[src/sv/watch_time_set_controller_defines.svh]
// ----------------------------------------------------------------------------
// Watch time-set controller assertion macros
// Shared concurrent assertion forms for the controller RTL.
// ----------------------------------------------------------------------------
`ifndef WATCH_TIME_SET_CONTROLLER_DEFINES_SVH
`define WATCH_TIME_SET_CONTROLLER_DEFINES_SVH

// Same-cycle implication, checked outside reset
`define WTSC_ASSERT_IMPLY(label, clk, rst, ante, cons) \
  label: assert property (@(posedge clk) disable iff (rst) (ante) |-> (cons)) \
    else $error("wtsc: same-cycle check failed");

// Next-cycle implication, checked outside reset
`define WTSC_ASSERT_NEXT(label, clk, rst, ante, cons) \
  label: assert property (@(posedge clk) disable iff (rst) (ante) |=> (cons)) \
    else $error("wtsc: next-cycle check failed");

`endif

[src/sv/wtsc_pkg.sv]
// ----------------------------------------------------------------------------
// Watch time-set controller package
// Types, codes and helper functions shared by the controller modules.
// ----------------------------------------------------------------------------
`default_nettype none

package wtsc_pkg;

  // Controller state, one-hot
  typedef enum logic [2:0] {
    ST_SHOW = 3'b001,
    ST_SET  = 3'b010,
    ST_END  = 3'b100
  } state_t;

  // Mode codes as presented on the result word
  localparam logic [1:0] MODE_SHOW = 2'd0;
  localparam logic [1:0] MODE_SET  = 2'd1;
  localparam logic [1:0] MODE_END  = 2'd2;

  // Event kinds
  localparam logic [2:0] CMD_TICK  = 3'd0;
  localparam logic [2:0] CMD_KEY   = 3'd1;
  localparam logic [2:0] CMD_UP    = 3'd2;
  localparam logic [2:0] CMD_DOWN  = 3'd3;
  localparam logic [2:0] CMD_LEFT  = 3'd4;
  localparam logic [2:0] CMD_RIGHT = 3'd5;

  localparam logic [7:0] QUIT_KEY    = 8'd120;  // 'x'
  localparam logic [6:0] HOUR_LIMIT  = 7'd24;
  localparam logic [6:0] SIXTY_LIMIT = 7'd60;
  localparam logic [6:0] STEP_TENS   = 7'd10;
  localparam logic [6:0] STEP_ONES   = 7'd1;
  localparam logic [2:0] LAST_POS    = 3'd6;

  // One input event
  typedef struct packed {
    logic [2:0] command;
    logic [7:0] key_code;
    logic [4:0] now_hour;
    logic [5:0] now_minute;
    logic [5:0] now_second;
  } event_t;

  // One result word
  typedef struct packed {
    logic [1:0] mode;
    logic [2:0] cursor;
    logic [3:0] cursor_column;
    logic [4:0] shown_hour;
    logic [5:0] shown_minute;
    logic [5:0] shown_second;
    logic       commit;
  } result_t;

  // Controller registers
  typedef struct packed {
    state_t     state;
    logic [2:0] cursor;
    logic [4:0] edit_hour;
    logic [5:0] edit_minute;
    logic [5:0] edit_second;
  } ctrl_t;

  // Display column of each cursor position
  function automatic logic [3:0] cursor_col(input logic [2:0] pos);
    logic [3:0] col;
    case (pos)
      3'd0:    col = 4'd0;
      3'd1:    col = 4'd4;
      3'd2:    col = 4'd5;
      3'd3:    col = 4'd7;
      3'd4:    col = 4'd8;
      3'd5:    col = 4'd10;
      3'd6:    col = 4'd11;
      default: col = 4'd11;
    endcase
    return col;
  endfunction

  // Bump a field up or down by one digit step; drop a bump that leaves range
  function automatic logic [5:0] bump(input logic [5:0] val, input logic up,
                                      input logic [6:0] step, input logic [6:0] limit);
    logic [6:0] sum;
    logic [5:0] res;
    sum = {1'b0, val} + step;
    if (up) begin
      res = (sum < limit) ? sum[5:0] : val;
    end else begin
      res = ({1'b0, val} >= step) ? (val - step[5:0]) : val;
    end
    return res;
  endfunction

endpackage

`default_nettype wire

[src/sv/wtsc_step.sv]
// ----------------------------------------------------------------------------
// Watch time-set controller event step
// Next controller registers and the result word for one event.
// ----------------------------------------------------------------------------
`default_nettype none

module wtsc_step (
  input  wtsc_pkg::event_t  evt,
  input  wtsc_pkg::ctrl_t   cur,
  output wtsc_pkg::ctrl_t   nxt,
  output wtsc_pkg::result_t res
);

  logic       up;
  logic [5:0] hour_tens;
  logic [5:0] hour_ones;
  logic [5:0] min_tens;
  logic [5:0] min_ones;
  logic [5:0] sec_tens;
  logic [5:0] sec_ones;
  logic       did_commit;
  logic       show_edit;

  // Candidate digit bumps for every field
  assign up        = (evt.command == wtsc_pkg::CMD_UP);
  assign hour_tens = wtsc_pkg::bump({1'b0, cur.edit_hour}, up, wtsc_pkg::STEP_TENS,
                                    wtsc_pkg::HOUR_LIMIT);
  assign hour_ones = wtsc_pkg::bump({1'b0, cur.edit_hour}, up, wtsc_pkg::STEP_ONES,
                                    wtsc_pkg::HOUR_LIMIT);
  assign min_tens  = wtsc_pkg::bump(cur.edit_minute, up, wtsc_pkg::STEP_TENS,
                                    wtsc_pkg::SIXTY_LIMIT);
  assign min_ones  = wtsc_pkg::bump(cur.edit_minute, up, wtsc_pkg::STEP_ONES,
                                    wtsc_pkg::SIXTY_LIMIT);
  assign sec_tens  = wtsc_pkg::bump(cur.edit_second, up, wtsc_pkg::STEP_TENS,
                                    wtsc_pkg::SIXTY_LIMIT);
  assign sec_ones  = wtsc_pkg::bump(cur.edit_second, up, wtsc_pkg::STEP_ONES,
                                    wtsc_pkg::SIXTY_LIMIT);

  // Advance the mode, cursor and edited time
  always_comb begin
    nxt        = cur;
    did_commit = 1'b0;
    case (cur.state)
      wtsc_pkg::ST_SHOW: begin
        if (evt.command == wtsc_pkg::CMD_UP || evt.command == wtsc_pkg::CMD_DOWN) begin
          nxt.edit_hour   = evt.now_hour;
          nxt.edit_minute = evt.now_minute;
          nxt.edit_second = evt.now_second;
          nxt.state       = wtsc_pkg::ST_SET;
        end else if (evt.command == wtsc_pkg::CMD_LEFT) begin
          if (cur.cursor == 3'd0) nxt.state = wtsc_pkg::ST_END;
        end else if (evt.command == wtsc_pkg::CMD_KEY) begin
          if (evt.key_code == wtsc_pkg::QUIT_KEY) nxt.state = wtsc_pkg::ST_END;
        end
      end
      wtsc_pkg::ST_SET: begin
        if (evt.command == wtsc_pkg::CMD_LEFT) begin
          if (cur.cursor != 3'd0) nxt.cursor = cur.cursor - 3'd1;
        end else if (evt.command == wtsc_pkg::CMD_RIGHT) begin
          if (cur.cursor < wtsc_pkg::LAST_POS) begin
            nxt.cursor = cur.cursor + 3'd1;
          end else begin
            nxt.cursor = 3'd0;
            did_commit = 1'b1;
            nxt.state  = wtsc_pkg::ST_SHOW;
          end
        end else if (evt.command == wtsc_pkg::CMD_UP ||
                     evt.command == wtsc_pkg::CMD_DOWN) begin
          case (cur.cursor)
            3'd1:    nxt.edit_hour   = hour_tens[4:0];
            3'd2:    nxt.edit_hour   = hour_ones[4:0];
            3'd3:    nxt.edit_minute = min_tens;
            3'd4:    nxt.edit_minute = min_ones;
            3'd5:    nxt.edit_second = sec_tens;
            3'd6:    nxt.edit_second = sec_ones;
            default: nxt.state       = wtsc_pkg::ST_SHOW;
          endcase
        end else if (evt.command == wtsc_pkg::CMD_KEY) begin
          if (evt.key_code == wtsc_pkg::QUIT_KEY) nxt.state = wtsc_pkg::ST_END;
        end
      end
      default: begin
        // ended: hold everything
      end
    endcase
  end

  // Build the result word from the new registers
  assign show_edit = (nxt.state == wtsc_pkg::ST_SET) || did_commit;

  always_comb begin
    case (nxt.state)
      wtsc_pkg::ST_SHOW: res.mode = wtsc_pkg::MODE_SHOW;
      wtsc_pkg::ST_SET:  res.mode = wtsc_pkg::MODE_SET;
      default:           res.mode = wtsc_pkg::MODE_END;
    endcase
    res.cursor        = nxt.cursor;
    res.cursor_column = wtsc_pkg::cursor_col(nxt.cursor);
    res.shown_hour    = show_edit ? nxt.edit_hour   : evt.now_hour;
    res.shown_minute  = show_edit ? nxt.edit_minute : evt.now_minute;
    res.shown_second  = show_edit ? nxt.edit_second : evt.now_second;
    res.commit        = did_commit;
  end

endmodule

`default_nettype wire

[src/sv/watch_time_set_controller.sv]
// ----------------------------------------------------------------------------
// Watch time-set controller
// Key-driven time setting for a watch: mode, cursor and edited time.
// ----------------------------------------------------------------------------
// Usage:
//   The slave channel carries one key event per word: the event kind on
//   s_tuser and the key code with the current hour, minute and second on
//   s_tdata. The master channel returns one result word per event: mode,
//   cursor, cursor column and shown time on m_tdata, the commit flag on
//   m_tuser. When commit is set the shown time is to be written into the
//   system clock.
//   An accepted event sits in the input register; when the result register
//   is free or being taken, the event logic updates the controller registers
//   and loads the result register. Throughput is one event per cycle while
//   the receiver takes each result, as the mode, cursor and edit registers
//   update together for each event.
//   Reset puts the controller in show-time mode with the cursor at position
//   zero and empties both registers. When the receiver stalls, the result
//   holds, one further event waits in the input register, and s_tready then
//   drops until the result is taken.
// ----------------------------------------------------------------------------
`default_nettype none
`include "watch_time_set_controller_defines.svh"

module watch_time_set_controller (
  input  logic        clk,
  input  logic        rst,
  input  logic        s_tvalid,
  output logic        s_tready,
  input  logic [31:0] s_tdata,   // key_code, now_hour, now_minute, now_second, zero fill
  input  logic [2:0]  s_tuser,   // command
  output logic        m_tvalid,
  input  logic        m_tready,
  output logic [31:0] m_tdata,   // mode, cursor, cursor_column, shown_hour,
                                 // shown_minute, shown_second, zero fill
  output logic        m_tuser    // commit
);

  logic              in_valid;
  wtsc_pkg::event_t  in_evt;
  logic              out_valid;
  wtsc_pkg::result_t out_res;
  wtsc_pkg::ctrl_t   ctrl;
  wtsc_pkg::ctrl_t   ctrl_next;
  wtsc_pkg::result_t res_next;
  logic              s_accept;
  logic              advance;

  // Handshake between input register and result register
  assign advance  = in_valid && (!out_valid || m_tready);
  assign s_accept = s_tvalid && s_tready;
  assign s_tready = !in_valid || advance;

  // Hold the accepted event
  always_ff @(posedge clk) begin
    if (rst) begin
      in_valid <= 1'b0;
    end else if (s_accept) begin
      in_valid <= 1'b1;
    end else if (advance) begin
      in_valid <= 1'b0;
    end
  end

  always_ff @(posedge clk) begin
    if (s_accept) begin
      in_evt.command    <= s_tuser;
      in_evt.key_code   <= s_tdata[7:0];
      in_evt.now_hour   <= s_tdata[12:8];
      in_evt.now_minute <= s_tdata[18:13];
      in_evt.now_second <= s_tdata[24:19];
    end
  end

  // Event logic
  wtsc_step u_step (
    .evt (in_evt),
    .cur (ctrl),
    .nxt (ctrl_next),
    .res (res_next)
  );

  // Advance the controller registers; the edited time needs no reset
  always_ff @(posedge clk) begin
    if (rst) begin
      ctrl.state  <= wtsc_pkg::ST_SHOW;
      ctrl.cursor <= 3'd0;
    end else if (advance) begin
      ctrl <= ctrl_next;
    end
  end

  // Result register
  always_ff @(posedge clk) begin
    if (rst) begin
      out_valid <= 1'b0;
    end else if (advance) begin
      out_valid <= 1'b1;
    end else if (m_tready) begin
      out_valid <= 1'b0;
    end
  end

  always_ff @(posedge clk) begin
    if (advance) begin
      out_res <= res_next;
    end
  end

  assign m_tvalid = out_valid;
  assign m_tdata  = {6'd0, out_res.shown_second, out_res.shown_minute, out_res.shown_hour,
                     out_res.cursor_column, out_res.cursor, out_res.mode};
  assign m_tuser  = out_res.commit;

  // Assertions
  `WTSC_ASSERT_IMPLY(a_commit_home, clk, rst, out_valid && out_res.commit,
    out_res.mode == wtsc_pkg::MODE_SHOW && out_res.cursor == 3'd0)
  `WTSC_ASSERT_NEXT(a_end_sticks, clk, rst, ctrl.state == wtsc_pkg::ST_END,
    ctrl.state == wtsc_pkg::ST_END)
  `WTSC_ASSERT_IMPLY(a_cursor_range, clk, rst, 1'b1, ctrl.cursor <= wtsc_pkg::LAST_POS)
  `WTSC_ASSERT_NEXT(a_event_waits, clk, rst, in_valid && out_valid && !m_tready,
    in_valid && out_valid)

endmodule

`default_nettype wire
[config.mk]
export PLATFORM = sky130hd
export DESIGN_NAME = watch_time_set_controller
export DESIGN_NICKNAME = d
export VERILOG_FILES = /design/src/sv/wtsc_pkg.sv /design/src/sv/wtsc_step.sv /design/src/sv/watch_time_set_controller.sv
export VERILOG_INCLUDE_DIRS = /design/src /design/src/sv
export SDC_FILE = /design/constraint.sdc
export NUM_CORES = 1
export LEC_CHECK = 0
export ABC_AREA = 1
export BUFFER_PORTS_ARGS = -buffer_cell sky130_fd_sc_hd__buf_2
export CAP_MARGIN = 40
export CELL_PAD_IN_SITES_DETAIL_PLACEMENT = 1
export CELL_PAD_IN_SITES_GLOBAL_PLACEMENT = 1
export CORE_ASPECT_RATIO = 1.2
export CORE_MARGIN = 5
export CORE_UTILIZATION = 47
export DETAILED_ROUTE_END_ITERATION = 8
export GPL_TIMING_DRIVEN = 0
export PLACE_DENSITY_LB_ADDON = 0.05
export SLEW_MARGIN = 10
export SYNTH_ARGS = -nofsm -noshare
export SYNTH_HDL_FRONTEND = slang
export SYNTH_HIERARCHICAL = 1
export SYNTH_SLANG_ARGS = --single-unit
[constraint.sdc]
create_clock -name clk -period 3.25 [get_ports clk]
set_input_delay 0.1625 -clock clk [delete_from_list [all_inputs] [get_ports clk]]
set_output_delay 0.1625 -clock clk [all_outputs]
set_load 0.005 [all_outputs]
==> Word-level counts from Yosys, hierarchy flattened <==
Cells that the tools add are included.
{ "totals": {"ff_bits": 80, "inputBits": 39, "out_inout_bits": 35} }
{ "op_classes": {"add_sub_neg": 14, "n_lt_le_gt_ge": 13, "eq_ne": 21, "muxes": 55, "bitwise": 1, "n_reduce_logical": 15} }
{ "ops": {"columns": ["cell", "n"], "rows": [
  ["6-bit two-way mux", 14],
  ["17-bit two-way mux", 4],
  ["3-bit two-way mux", 15],
  ["5-bit two-way mux", 7],
  ["17-bit case mux with 2 select lines", 1],
  ["7-bit by 6-bit less-than comparator with 1-bit output, second input constant", 4],
  ["3-bit by 2-bit == test with 1-bit output, second input constant", 8],
  ["4-bit case mux with 6 select lines", 1],
  ["6-bit case mux with 2 select lines", 2],
  ["3-bit == test, second input constant", 7],
  ["3-bit by 1-bit == test with 1-bit output, second input constant", 5],
  ["6-bit by 1-bit adder with 7-bit output, second input constant", 2],
  ["6-bit by 4-bit adder with 7-bit output, second input constant", 2],
  ["6-bit by 1-bit >= comparator with 1-bit output, second input constant", 2],
  ["6-bit by 4-bit >= comparator with 1-bit output, second input constant", 2],
  ["6-bit by 5-bit less-than comparator with 1-bit output, second input constant", 2],
  ["6-bit by 1-bit subtractor with 6-bit output, second input constant", 2],
  ["6-bit by 4-bit subtractor with 6-bit output, second input constant", 2],
  ["5-bit case mux with 2 select lines", 1],
  ["8-bit by 7-bit == test with 1-bit output, second input constant", 1],
  ["1-bit two-way mux", 8],
  ["5-bit by 1-bit adder with 6-bit output, second input constant", 1],
  ["5-bit by 4-bit adder with 6-bit output, second input constant", 1],
  ["3-bit zero test", 2],
  ["17 further kinds", 23]
]} }

==> Depth between registers and ports, before layout <==
{ "logic_depth": {"ltp_word": 10, "ltp_mapped": 17, "depth_no_buf": 17} }

==> Cells and area by module <==
The synthesis kept the hierarchy.
{ "by_module_without_submodules": {"columns": ["mod", "instances", "cells_per_inst", "area_per_inst_um2", "seq_area_each_um2"], "rows": [
  ["wtsc_step", 1, 684, 3478.3, 0.0],
  ["watch_time_set_controller", 1, 129, 2576.2, 2322.2]
]} }

==> Least setup slack after synthesis <==
OpenSTA, ideal clock, no wires.
{ "synth_timing": {"kind": "register -> register", "startpoint": "register ctrl[13] (netlist name)", "endpoint": "register out_res (netlist bit m_tdata[9]) (data pin)", "setup_time_ns": 0.253, "arrival_ns": 1.894, "required_time_ns": 2.997, "setup_slack_ns": 1.103, "stages_incl_launch_ff": 18, "path_buffers": 0, "path_cell_list": "edfxtp_1 > inv_1 > ha_1 > inv_1 > nor2_1 > nand2_1 > a21oi_1 > nand2_1 > nand2_1 > o21ai_0 > nand2_1 > nand2_1 > o21ai_1 > nand2_1 > nand2_1 > nand2_1 > nand2_1 > nand2_1"} }
{ "synth_lines": {"columns": ["element", "line_no", "text"], "rows": [
  ["start, declared", "watch_time_set_controller.sv:43", "wtsc_pkg::ctrl_t ctrl;"],
  ["start signal, assigned", "watch_time_set_controller.sv:89", "ctrl <= ctrl_next;"],
  ["end signal, assigned", "watch_time_set_controller.sv:106", "out_res <= res_next;"],
  ["end, declared", "watch_time_set_controller.sv:42", "wtsc_pkg::result_t out_res;"]
]} }

==> flow_metrics.env <==
export IMPL_crit_chain="inv_1 > ha_1 > inv_1 > nor2_1 > nand2_1 > a21oi_1 > nand2_1 > nand3_1 > o21ai_0 > nand2_1 > nand2_1 > nand2_1 > nand2_1 > nand2_1 > nand2_1 > nand2_1 > nand2_1"
export IMPL_ys_types=44
export IMPL_ant_nets=0
export IMPL_outcome="complete, no violations"
export IMPL_layout_nets=987
export IMPL_hold_start="rst"
export IMPL_holdBufCountCts=28
export IMPL_maxCapViolations=0
export IMPL_cp_common_cell="nand2_1"
export IMPL_cts_sinks=80
export IMPL_syn_area_mm2=0.006055
export IMPL_wl_met1_um=9222
export IMPL_via_count=6499
export IMPL_antenna_found_initial=0
export IMPL_cp_endpoint="m_tdata[12]"
export IMPL_diodes=0
export IMPL_final_hold_violation_count=0
export IMPL_instances_no_fill=1089
export IMPL_cp_end_kind="flip-flop"
export IMPL_dr_pass1_iters=5
export IMPL_std_cell_rows=45
export IMPL_crit_required_ns=3.36
export IMPL_relSlewSlack_pct=49.66
export IMPL_slowest_stage="edfxtp_1"
export IMPL_grt_max_degree=22
export IMPL_layout_common_cells="nand2_1, nand3_1, inv_1"
export IMPL_core_area_mm2=0.01267
export IMPL_cts_tree="built"
export IMPL_fp_dieW_um=113.6
export IMPL_wl_um=23320
export IMPL_r2r_end="m_tdata[12]"
export IMPL_area_growth_pct=20.17
export IMPL_drt_iter0_drc=429
export IMPL_final_util_pct=57.43
export IMPL_seq_area_frac_synth_pct=38.36
export IMPL_placed_area_mm2=0.006664
export IMPL_top_layer="met4"
export IMPL_ys_warn_count=6
export IMPL_initial_core_util_pct=47.79
export IMPL_synth_flop_cell="edfxtp_1"
export IMPL_period_share_pct=91.88
export IMPL_maxSlewViolCount=0
export IMPL_die_h_um=134.3
export IMPL_fin_skew_ns=0.01600
export IMPL_layout_commonest_cell="nand2_1"
export IMPL_path_class="flip-flop to flip-flop"
export IMPL_synth_area_top_cells="edfxtp_1, nand2_1, nand3_1"
export IMPL_drive_gt1_share_pct=15.89
export IMPL_io_pins=74
export IMPL_vdd_drop_max_v=0.0003891
export IMPL_clockBufferDepth=2
export IMPL_synth_edff_count=72
export IMPL_synth_top_area_share_pct=35.71
export IMPL_wl_met3_um=1248
export IMPL_vias_per_cell=5.968
export IMPL_grt_pass1_vias=6699
export IMPL_critical_path_arrival_ns=3.09
export IMPL_fmax_ghz=0.3349
export IMPL_synth_top_area_cell="edfxtp_1"
export IMPL_power_density_mw_per_mm2=414.3
export IMPL_post_synth_cell_area_avg_um2=7.447
export IMPL_finalInstanceArea_mm2=0.007276
export IMPL_p_leak_uw=0.003322
export IMPL_rsz0062_at_grt="false"
export IMPL_cts_resized_gates=0
export IMPL_period_minus_slack_ns=2.986
export IMPL_syn_inst=813
export IMPL_met2_length_um=11690
export IMPL_clk_pin_slew_ns=0.07
export IMPL_grt_pass1_wl_um=36340
export IMPL_portBuffers=60
export IMPL_htreeDepth=3
export IMPL_cts_root_buf="clkbuf_16"
export IMPL_drcViolationCount=0
export IMPL_holdPathStages=2
export IMPL_worst_path_max_fanout=10
export IMPL_worstMarginPinSlew_ns=0.7543
export IMPL_cp_start_kind="flip-flop"
export IMPL_grt_overflow_total=0
export IMPL_track_usage_pct=30.80
export IMPL_clock_latency_ns=0.37
export IMPL_finalPower_uw=3014
export IMPL_ys_seq_elements=80
export IMPL_reg2reg_depth=17
export IMPL_gp_congestion=0.9094
export IMPL_worst_r2r_setup_slack_ns=0.26
export IMPL_dp_cells=1045
export IMPL_postCtsSetupBuffers=0
export IMPL_tns_ns=0
export IMPL_hold_path_class="input port to flip-flop"
export IMPL_cts_buffers=9
export IMPL_cp_startpoint="ctrl[13]"
export IMPL_dp_hpwl_um=15380
export IMPL_setup_viol=0
export IMPL_dieArea_mm2=0.01526
export IMPL_critPathMaxStageDelay_ns=0.57
export IMPL_r2r_start="ctrl[13]"
export IMPL_async_reset_ff_share_pct=0
export IMPL_wire_per_inst_um=21.41
[report_power, final]
part | switching [uW] | internal (uW)
Combinational | 391 | 212
Sequential | 42.6 | 1200
Clock | 482 | 690
[flip-flops by register name, indices dropped and copies added, names as in the netlist]
| register | cells |
|---|---|
| in_valid | 1 |
| in_evt | 28 |
| ctrl | 23 |
| m_tuser | 1 |
| m_tvalid | 1 |
| m_tdata | 26 |
[cell type report]
type / instances / area [um2]
plain buffers: 37 / 265.3
fillers: 1595 / 5393
clock buffers: 9 / 225.2
repair buffers: 91 / 663.1
inverters: 88 / 330.3
flip-flops and latches: 80 / 2322
multi-input cells: 613 / 3158
well taps: 164 / 205.2
clock inverters: 7 / 106.4
[stage by stage]
step | setup slack [ns] | hold slack, ns
floorplan | 1.103 | 0.2316
global placement | 0.6278 | 0.3387
detailed placement | 0.5460 | 0.3408
CTS | 0.5185 | 0.02178
global route | 0.1023 | 0.04989
finish | 0.2639 | 0.03028
[cells in the mapped netlist, types with 2 or more instances]
master	n
inv_2	11
nor2_1	47
or2_2	2
ha_1	28
buf_2	8
a21oi_1	35
clkbuf_1	3
nand4_1	22
a21boi_0	2
nand3b_1	4
nand2_1	257
a22oi_1	15
nand3_2	4
buf_6	6
xor2_1	4
xnor2_1	3
nand2_2	5
o22ai_1	3
buf_4	19
nor2_4	2
nor2_2	2
o31ai_1	2
inv_1	76
o21ai_0	37
a31oi_1	5
dfxtp_1	8
o21ai_1	7
a22o_1	3
nand3_4	2
nand3_1	95
a21oi_2	2
edfxtp_1	72
o211ai_1	8
nor3_1	4
[worst max-delay path: cells and delay by family (launching register included)]
kind	cells	cell delay, ns
fa+ha+maj	1	0.27
compound gates	2	0.37
flops	1	0.57
buf+inv	2	0.37
simple gates	12	1.17
[worst min-delay path by stage]
stage	slack, ns	end
after floorplan	0.23	in_valid
after CTS	0.02	m_tvalid
after detailed placement	0.34	in_evt[15]
after global routing	0.05	in_valid
final	0.03	m_tvalid
after global placement	0.34	in_evt[13]
[routing by layer]
| metal | track usage [%] | vias to the layer above |
|---|---|---|
| met4 | 16.10 | 0 |
| met5 | 0 | - |
| met3 | 4.513 | 91 |
| met2 | 52.85 | 287 |
| met1 | 37.12 | 3169 |
| li1 | - | 2952 |
[cells by family after synthesis]
kind of cell	after synthesis	share of synthesized area, %
AO/OA/AOI/OAI	122	11.99
XOR/XNOR	7	1.013
adder cells (fa/ha/maj)	29	5.952
buffers and inverters	125	9.837
flip-flops	80	38.35
other	1	0.06194
AND/OR/NAND/NOR	449	32.80
No activity file was read; power rests on OpenSTA's default activity.
